## src/txmm_pkg.sv

```systemverilog
package txmm_pkg;

    // Depth of the outstanding-request queue.
    localparam int QUEUE_DEPTH = 16;
    localparam int IDX_W       = $clog2(QUEUE_DEPTH);
    localparam int FILL_W      = $clog2(QUEUE_DEPTH + 1);

    // Depth of the command queue between the front and the back.
    localparam int CMDQ_DEPTH  = 2;
    localparam int CMDQ_PTR_W  = (CMDQ_DEPTH > 1) ? $clog2(CMDQ_DEPTH) : 1;
    localparam int CMDQ_CNT_W  = $clog2(CMDQ_DEPTH + 1);

    localparam int TXID_W  = 16;
    localparam int STAMP_W = 64;
    localparam int ERR_W   = 32;

    localparam int S_TDATA_W = TXID_W + STAMP_W;
    localparam int M_TDATA_W = TXID_W + 2 * STAMP_W + ERR_W;

    typedef enum logic {
        OP_REQUEST  = 1'b0,
        OP_RESPONSE = 1'b1
    } op_t;

    typedef enum logic [1:0] {
        KIND_MATCHED   = 2'd0,
        KIND_UNMATCHED = 2'd1,
        KIND_QUEUED    = 2'd2,
        KIND_DROPPED   = 2'd3
    } kind_t;

    typedef enum logic [1:0] {
        ST_IDLE,
        ST_SEARCH,
        ST_POP,
        ST_DONE
    } eng_state_t;

    typedef struct packed {
        op_t                  op;
        logic [TXID_W-1:0]    txid;
        logic [STAMP_W-1:0]   stamp;
    } cmd_t;

endpackage

```

## src/txid_request_response_matcher.sv

```systemverilog
// Flow: each input word is registered in the front-end command queue, and the back end
// takes it while idle. A request, or a response to an empty queue, goes straight to the
// done state; any other response first walks the entries one per cycle and then pops
// consumed entries from the head one per cycle. The result word is then registered.
// Back end: one item at a time; it takes no new command until it is back in idle.
// Reset: rst_n is asynchronous and active low; it empties both queues and clears the error count.
module txid_request_response_matcher
    import txmm_pkg::*;
(
    input  logic                 clk,
    input  logic                 rst_n,
    // Input stream.
    input  logic                 s_tvalid,
    output logic                 s_tready,
    input  logic [S_TDATA_W-1:0] s_tdata,   // txid[15:0], stamp[79:16]
    input  logic                 s_tuser,   // operation: 0 request, 1 response
    // Result stream.
    output logic                 m_tvalid,
    input  logic                 m_tready,
    output logic [M_TDATA_W-1:0] m_tdata,   // match_txid[15:0], request_stamp[79:16],
                                            // response_stamp[143:80], error_total[175:144]
    output logic [1:0]           m_tuser    // kind
);

    // The front end unpacks each input word into a command and holds up to two
    // commands, so the input side keeps moving while the back end searches or
    // while a finished result waits on the output register.
    logic cmd_valid;
    logic cmd_ready;
    cmd_t cmd;

    txmm_front u_front
    (
        .clk       (clk),
        .rst_n     (rst_n),
        .s_tvalid  (s_tvalid),
        .s_tready  (s_tready),
        .s_tdata   (s_tdata),
        .s_tuser   (s_tuser),
        .cmd_valid (cmd_valid),
        .cmd_ready (cmd_ready),
        .cmd       (cmd)
    );

    // The back end owns the outstanding-request queue. A request is written at the tail,
    // or dropped when the queue is full. A response walks from the head one entry per cycle,
    // skipping consumed entries and stopping at a strictly later timestamp, then pops
    // consumed entries off the head before the result word is registered.
    txmm_engine u_engine
    (
        .clk       (clk),
        .rst_n     (rst_n),
        .cmd_valid (cmd_valid),
        .cmd_ready (cmd_ready),
        .cmd       (cmd),
        .m_tvalid  (m_tvalid),
        .m_tready  (m_tready),
        .m_tdata   (m_tdata),
        .m_tuser   (m_tuser)
    );

endmodule

```

## src/txmm_front.sv

```systemverilog
module txmm_front
    import txmm_pkg::*;
(
    input  logic                 clk,
    input  logic                 rst_n,
    input  logic                 s_tvalid,
    output logic                 s_tready,
    input  logic [S_TDATA_W-1:0] s_tdata,
    input  logic                 s_tuser,
    output logic                 cmd_valid,
    input  logic                 cmd_ready,
    output cmd_t                 cmd
);

    cmd_t                  q_data_reg [CMDQ_DEPTH];
    logic [CMDQ_PTR_W-1:0] wr_ptr_reg, wr_ptr_next;
    logic [CMDQ_PTR_W-1:0] rd_ptr_reg, rd_ptr_next;
    logic [CMDQ_CNT_W-1:0] cnt_reg, cnt_next;
    logic                  push, pop;
    cmd_t                  in_cmd;

    // Unpack the incoming word and classify it by the operation flag.
    always_comb
    begin
        in_cmd.op    = s_tuser ? OP_RESPONSE : OP_REQUEST;
        in_cmd.txid  = s_tdata[TXID_W-1:0];
        in_cmd.stamp = s_tdata[TXID_W +: STAMP_W];
    end

    assign s_tready  = (cnt_reg != CMDQ_CNT_W'(CMDQ_DEPTH));
    assign cmd_valid = (cnt_reg != '0);
    assign cmd       = q_data_reg[rd_ptr_reg];
    assign push      = s_tvalid && s_tready;
    assign pop       = cmd_valid && cmd_ready;

    always_comb
    begin
        wr_ptr_next = wr_ptr_reg;
        rd_ptr_next = rd_ptr_reg;
        cnt_next    = cnt_reg;
        if (push)
        begin
            wr_ptr_next = (wr_ptr_reg == CMDQ_PTR_W'(CMDQ_DEPTH - 1)) ? '0
                                                                        : wr_ptr_reg + 1'b1;
        end
        if (pop)
        begin
            rd_ptr_next = (rd_ptr_reg == CMDQ_PTR_W'(CMDQ_DEPTH - 1)) ? '0
                                                                        : rd_ptr_reg + 1'b1;
        end
        if (push && !pop)
        begin
            cnt_next = cnt_reg + 1'b1;
        end
        else if (pop && !push)
        begin
            cnt_next = cnt_reg - 1'b1;
        end
    end

    always_ff @(posedge clk or negedge rst_n)
    begin
        if (!rst_n)
        begin
            wr_ptr_reg <= '0;
            rd_ptr_reg <= '0;
            cnt_reg    <= '0;
        end
        else
        begin
            wr_ptr_reg <= wr_ptr_next;
            rd_ptr_reg <= rd_ptr_next;
            cnt_reg    <= cnt_next;
        end
    end

    always_ff @(posedge clk)
    begin
        if (push)
        begin
            q_data_reg[wr_ptr_reg] <= in_cmd;
        end
    end

endmodule

```

## src/txmm_engine.sv

```systemverilog
module txmm_engine
    import txmm_pkg::*;
(
    input  logic                 clk,
    input  logic                 rst_n,
    input  logic                 cmd_valid,
    output logic                 cmd_ready,
    input  cmd_t                 cmd,
    output logic                 m_tvalid,
    input  logic                 m_tready,
    output logic [M_TDATA_W-1:0] m_tdata,
    output logic [1:0]           m_tuser
);

    // Slot of the queue at a given distance from the head, wrapped to the depth.
    function automatic logic [IDX_W-1:0] slot_of(input logic [IDX_W-1:0]  base,
                                                 input logic [FILL_W-1:0] off);
        logic [FILL_W:0] sum;
        begin
            sum = (FILL_W + 1)'(base) + (FILL_W + 1)'(off);
            if (sum >= (FILL_W + 1)'(QUEUE_DEPTH))
            begin
                sum = sum - (FILL_W + 1)'(QUEUE_DEPTH);
            end
            return sum[IDX_W-1:0];
        end
    endfunction

    eng_state_t         state_reg, state_next;
    logic [IDX_W-1:0]   head_reg, head_next;
    logic [FILL_W-1:0]  fill_reg, fill_next;
    logic [FILL_W-1:0]  off_reg, off_next;
    logic [ERR_W-1:0]   err_reg, err_next;
    kind_t              kind_reg, kind_next;
    logic [STAMP_W-1:0] req_ts_reg, req_ts_next;
    cmd_t               cmd_reg;
    logic [QUEUE_DEPTH-1:0] used_reg, used_next;

    logic [TXID_W-1:0]  mem_id    [QUEUE_DEPTH];
    logic [STAMP_W-1:0] mem_stamp [QUEUE_DEPTH];
    logic [TXID_W-1:0]  rd_id_reg;
    logic [STAMP_W-1:0] rd_stamp_reg;
    logic [IDX_W-1:0]   rd_addr;
    logic [IDX_W-1:0]   wr_addr;
    logic               mem_we;

    logic               out_valid_reg;
    kind_t              out_kind_reg;
    logic [TXID_W-1:0]  out_txid_reg;
    logic [STAMP_W-1:0] out_req_ts_reg;
    logic [STAMP_W-1:0] out_resp_ts_reg;
    logic [ERR_W-1:0]   out_err_reg;
    logic               out_load;

    logic [IDX_W-1:0]   cmp_slot;
    logic               cmp_used, cmp_later, cmp_id_eq, cmp_last;
    logic               srch_match, srch_miss;
    logic               take_cmd, full, pop_head, out_free;
    logic [ERR_W-1:0]   err_inc;

    assign full      = (fill_reg == FILL_W'(QUEUE_DEPTH));
    assign take_cmd  = (state_reg == ST_IDLE) && cmd_valid;
    assign cmd_ready = (state_reg == ST_IDLE);
    assign err_inc   = (err_reg == {ERR_W{1'b1}}) ? err_reg : err_reg + 1'b1;
    assign out_free  = !out_valid_reg || m_tready;

    // Entry under test in the search: its data was read in the cycle before.
    assign cmp_slot   = slot_of(head_reg, off_reg);
    assign cmp_used   = used_reg[cmp_slot];
    assign cmp_later  = (rd_stamp_reg > cmd_reg.stamp);
    assign cmp_id_eq  = (rd_id_reg == cmd_reg.txid);
    assign cmp_last   = ((FILL_W + 1)'(off_reg) + 1'b1 == (FILL_W + 1)'(fill_reg));
    assign srch_match = !cmp_used && !cmp_later && cmp_id_eq;
    assign srch_miss  = !srch_match && ((!cmp_used && cmp_later) || cmp_last);
    assign pop_head   = (fill_reg != '0) && used_reg[head_reg];

    // Next state.
    always_comb
    begin
        state_next = state_reg;
        unique case (state_reg)
            ST_IDLE:
            begin
                if (cmd_valid)
                begin
                    if (cmd.op == OP_RESPONSE && fill_reg != '0)
                    begin
                        state_next = ST_SEARCH;
                    end
                    else
                    begin
                        state_next = ST_DONE;
                    end
                end
            end
            ST_SEARCH:
            begin
                if (srch_match || srch_miss)
                begin
                    state_next = ST_POP;
                end
            end
            ST_POP:
            begin
                if (!pop_head)
                begin
                    state_next = ST_DONE;
                end
            end
            ST_DONE:
            begin
                if (out_free)
                begin
                    state_next = ST_IDLE;
                end
            end
            default:
            begin
                state_next = ST_IDLE;
            end
        endcase
    end

    // Datapath updates and control outputs.
    always_comb
    begin
        head_next   = head_reg;
        fill_next   = fill_reg;
        off_next    = off_reg;
        err_next    = err_reg;
        kind_next   = kind_reg;
        req_ts_next = req_ts_reg;
        used_next   = used_reg;
        mem_we      = 1'b0;
        wr_addr     = slot_of(head_reg, fill_reg);
        out_load    = 1'b0;
        unique case (state_reg)
            ST_IDLE:
            begin
                off_next    = '0;
                req_ts_next = '0;
                if (cmd_valid)
                begin
                    if (cmd.op == OP_REQUEST)
                    begin
                        if (full)
                        begin
                            kind_next = KIND_DROPPED;
                            err_next  = err_inc;
                        end
                        else
                        begin
                            kind_next          = KIND_QUEUED;
                            mem_we             = 1'b1;
                            used_next[wr_addr] = 1'b0;
                            fill_next          = fill_reg + 1'b1;
                        end
                    end
                    else if (fill_reg == '0)
                    begin
                        kind_next = KIND_UNMATCHED;
                        err_next  = err_inc;
                    end
                end
            end
            ST_SEARCH:
            begin
                if (srch_match)
                begin
                    kind_next           = KIND_MATCHED;
                    req_ts_next         = rd_stamp_reg;
                    used_next[cmp_slot] = 1'b1;
                end
                else if (srch_miss)
                begin
                    kind_next = KIND_UNMATCHED;
                    err_next  = err_inc;
                end
                else
                begin
                    off_next = off_reg + 1'b1;
                end
            end
            ST_POP:
            begin
                if (pop_head)
                begin
                    head_next = slot_of(head_reg, FILL_W'(1));
                    fill_next = fill_reg - 1'b1;
                end
            end
            ST_DONE:
            begin
                out_load = out_free;
            end
            default:
            begin
                out_load = 1'b0;
            end
        endcase
    end

    // The read address follows the next search offset, so the entry is
    // registered by the time the search looks at it.
    assign rd_addr = slot_of(head_reg, off_next);

    always_ff @(posedge clk or negedge rst_n)
    begin
        if (!rst_n)
        begin
            state_reg     <= ST_IDLE;
            head_reg      <= '0;
            fill_reg      <= '0;
            err_reg       <= '0;
            out_valid_reg <= 1'b0;
        end
        else
        begin
            state_reg <= state_next;
            head_reg  <= head_next;
            fill_reg  <= fill_next;
            err_reg   <= err_next;
            if (out_load)
            begin
                out_valid_reg <= 1'b1;
            end
            else if (m_tready)
            begin
                out_valid_reg <= 1'b0;
            end
        end
    end

    always_ff @(posedge clk)
    begin
        off_reg    <= off_next;
        kind_reg   <= kind_next;
        req_ts_reg <= req_ts_next;
        used_reg   <= used_next;
        if (take_cmd)
        begin
            cmd_reg <= cmd;
        end
        if (out_load)
        begin
            out_kind_reg    <= kind_reg;
            out_txid_reg    <= cmd_reg.txid;
            out_req_ts_reg  <= req_ts_reg;
            out_resp_ts_reg <= (cmd_reg.op == OP_RESPONSE) ? cmd_reg.stamp : '0;
            out_err_reg     <= err_reg;
        end
    end

    // Entry store: one write port at the tail, one registered read port.
    always_ff @(posedge clk)
    begin
        if (mem_we)
        begin
            mem_id[wr_addr]    <= cmd.txid;
            mem_stamp[wr_addr] <= cmd.stamp;
        end
        rd_id_reg    <= mem_id[rd_addr];
        rd_stamp_reg <= mem_stamp[rd_addr];
    end

    assign m_tvalid = out_valid_reg;
    assign m_tuser  = out_kind_reg;
    assign m_tdata  = {out_err_reg, out_resp_ts_reg, out_req_ts_reg, out_txid_reg};

endmodule

```

## config.mk

```make
export PLATFORM = sky130hd
export DESIGN_NAME = txid_request_response_matcher
export DESIGN_NICKNAME = d
export VERILOG_FILES = /design/src/txmm_pkg.sv /design/src/txid_request_response_matcher.sv /design/src/txmm_front.sv /design/src/txmm_engine.sv
export SDC_FILE = /design/constraint.sdc
export NUM_CORES = 2
export LEC_CHECK = 0
export BUFFER_PORTS_ARGS = -buffer_cell sky130_fd_sc_hd__buf_4
export CAP_MARGIN = 20
export CORE_ASPECT_RATIO = 0.5
export CORE_MARGIN = 4
export CORE_UTILIZATION = 30
export CTS_BUF_LIST = sky130_fd_sc_hd__clkbuf_2
export DETAILED_ROUTE_END_ITERATION = 8
export MAX_ROUTING_LAYER = met4
export PLACE_DENSITY = 0.44
export SYNTH_ARGS = -nofsm -noshare
export SYNTH_HDL_FRONTEND = slang
export SYNTH_SLANG_ARGS = --single-unit
```

## constraint.sdc

```tcl
create_clock -name clk -period 9.9 [get_ports clk]
set_clock_uncertainty 0.1 [all_clocks]
set_input_delay 0.495 -clock clk [delete_from_list [all_inputs] [get_ports clk]]
set_output_delay 0.495 -clock clk [all_outputs]
set_load 0.01 [all_outputs]
```

==> results.json <==
{
  "outcome": "complete, no violations",
  "gp_congestion": 0.7594,
  "setup-tns-final_ps": 0,
  "grt_max_degree": 93,
  "min_path_cells": 0,
  "wl_per_cell_um": 24.08,
  "syn_avg_cell_area_um2": 21.04,
  "dp_hpwl_um": 105500,
  "grt_first_pass_wirelength_um": 273600,
  "dieHeight_um": 356.4,
  "synth_edf_count": 1784,
  "hold_violations": 0,
  "syn2layout_area_growth_pct": 17.64,
  "period_needed_ps": 7154,
  "clk_pin_slew_worst_paths_ps": 120,
  "track_usage_pct": 15.48,
  "layout_common_cells": "edfxtp_1 (1784), clkbuf_2 (710), buf_4 (328)",
  "critPathMaxFanout": 46,
  "critPathSlowestCell": "fa_4",
  "cts_buffer_depth": 4,
  "fp.coreArea_mm2": 0.2406,
  "p_per_area_mw_per_mm2": 354.2,
  "fin_cells": 7956,
  "io_buffers": 264,
  "ant_nets": 0,
  "crit_path_cell_trace": "inv_1 > ha_1 > nand4_1 > or4_1 > a21o_1 > a31oi_1 > a41oi_1 > a21o_1 > and2_1 > xnor2_1 > o21ai_0 > ha_4 > inv_1 > fa_4 > buf_4 > mux4_2 > mux2i_1 > mux2i_1",
  "stdcell_area_mm2": 0.08568,
  "syn-cell-area_mm2": 0.07283,
  "setup_viol": 0,
  "yosysWarnings": 0,
  "yosys.cell_types.count": 59,
  "io_pins": 265,
  "layout_commonest_cell": "edfxtp_1",
  "endpoint_kind": "register",
  "antenna_found_initial": 11,
  "clock_latency_ps": 1640,
  "synth_top_cell_by_area": "edfxtp_1",
  "postLayoutCoreUtil_pct": 35.61,
  "drv_cap": 0,
  "placed_cells": 6888,
  "worstSetupPathType": "register to register",
  "seq_area_mm2": 0.05646,
  "drt-initial-drc-count": 2804,
  "finalNetCount": 4531,
  "initial_core_util_pct": 30.27,
  "synth_top_area_share_pct": 73.56,
  "num_vias": 36640,
  "cp_data_arrival_time_ps": 8410,
  "ys_ff_latch": 1916,
  "die_area_mm2": 0.2512,
  "worstMarginPinSlew_ps": 1146,
  "synthCells": 3461,
  "cts_hold_buffers": 249,
  "rows": 127,
  "clkSinkCount": 1916,
  "p_leak_nw": 29.58,
  "ff2ff_path_depth": 18,
  "drc": 0,
  "post-cts-setup-buffer-count": 0,
  "multi_input_area_mm2": 0.01559,
  "finalPower_mw": 30.35,
  "final_max_slew_viol_count": 0,
  "crit_required_ps": 11160,
  "htree_levels": 5,
  "relSlewSlack_pct": 22.94,
  "max_stage_delay_ps": 1400,
  "gr-total-overflow": 0,
  "ys_async_sr_fraction_pct": 2.505,
  "first_pass_iters": 9,
  "root_buffer": "clkbuf_2",
  "wl_um": 191600,
  "min_path_type": "register to register",
  "synth_seq_area_share_pct": 77.51,
  "largest_register_ffs": 1024,
  "die_x_um": 704.8,
  "fill_cells": 22800,
  "drive_gt1_share_pct": 32.10,
  "dpl_cell_area_mm2": 0.07907,
  "yosys-top-cells-area": "edfxtp_1 (74%), mux4_2 (10%), mux2i_1 (3.4%)",
  "timing.fmax_mhz": 139.8,
  "period_share_pct": 72.26,
  "cts_tree": "built",
  "cp-start-kind": "register",
  "cts_resized": 0,
  "ir_worst_vdd_v": 0.0004971,
  "viasPerCell": 4.605,
  "rsz0062_at_grt": "no",
  "syn-num-nets": 3634,
  "ys.flop_type": "edfxtp_1",
  "grt_pass1_vias": 39370,
  "cts_inserted_buffers": 443
}
-- area by class of cell --
cell class	instances	area share [%]
diodes	5	0.01460
clock buffers	710	4.147
clock inverters	103	0.6060
inverters	83	0.3665
multi-input cells	1326	18.20
flip-flops and latches	1916	65.90
well taps	3225	4.710
repair buffers	588	6.063
-- synth_stat cells (3+ instances only) --
library cell     n
edfxtp_1      1784
mux4_2         326
mux2i_1        248
and2_1         132
clkbuf_1       105
dfxtp_1         84
ha_1            84
inv_1           83
mux2_2          83
nand2_1         61
o21ai_0         55
nor2_1          54
dfrtp_1         48
xnor2_1         41
a21oi_1         35
xor2_1          35
nand4_1         28
nor3_1          23
buf_1           21
nand3_1         20
a21o_1          10
nor4_1           9
buf_12           8
a31oi_1          7
nand2b_1         6
a211oi_1         5
o21a_1           5
or4_1            5
and3_1           4
and4_1           4
fa_1             4
nor2b_1          4
or3_1            4
a21boi_0         3
o211ai_1         3
o31ai_1          3
-- layer usage --
metal,part of all wire [%],up-vias,track usage [%]
li1,-,16060,-
met1,46,19340,20.60
met2,47,934,24.34
met3,5.0,309,2.950
met4,2.0,0,4.308
met5,0,-,-
-- cells by family after synthesis --
logic type                 Yosys count  share of synthesized area, %
AOI/OAI and AO/OA                  140                         1.136
xor gates and xnor gates            78                        0.9741
adders and majority gates           88                         1.553
buffers and inverters              219                         1.328
DFF                               1916                         77.51
muxes                              658                         14.81
and+or+nand+nor                    362                         2.687
-- worst max-delay path: cells and delay by family (launching register included) --
| family | cells | cell delay [ps] |
|---|---|---|
| adder cells (fa/ha/maj) | 3 | 1880 |
| AND/OR/NAND/NOR | 3 | 1540 |
| AO/OA/AOI/OAI | 5 | 1320 |
| buffers and inverters | 3 | 720 |
| multiplexers | 3 | 680 |
| flip-flops | 1 | 390 |
| XOR/XNOR | 1 | 140 |
-- report_power, final --
group	switching [mW]	internal, mW	leakage (nW)
Combinational	7.37	6.00	8.79
Clock	3.17	1.98	3.20
Sequential	0.639	11.2	17.6
-- worst paths after layout --
check	start	end	slack, ps
min in group asynchronous	rst_n	u_engine.fill_reg[0]	490
worst max-delay path	u_engine.cmd_reg[12]	u_engine.rd_stamp_reg[39]	2750
worst min register to register	u_engine.req_ts_reg[21]	u_engine.out_req_ts_reg[21]	260
max in group asynchronous	rst_n	u_engine.err_reg[6]	8830
worst max register to register	u_engine.cmd_reg[12]	u_engine.rd_stamp_reg[39]	2750
worst min-delay path	u_engine.req_ts_reg[21]	u_engine.out_req_ts_reg[21]	260
-- per-stage QoR --
stage                     hold WS, ps  setup slack, ps
after floorplan                 99.41             2480
after global placement          304.3             2758
after detailed placement        305.7             2734
after CTS                       6.001             2731
after global routing            78.45             2361
final                           263.1             2746
(Power assumes the default switching activity.)
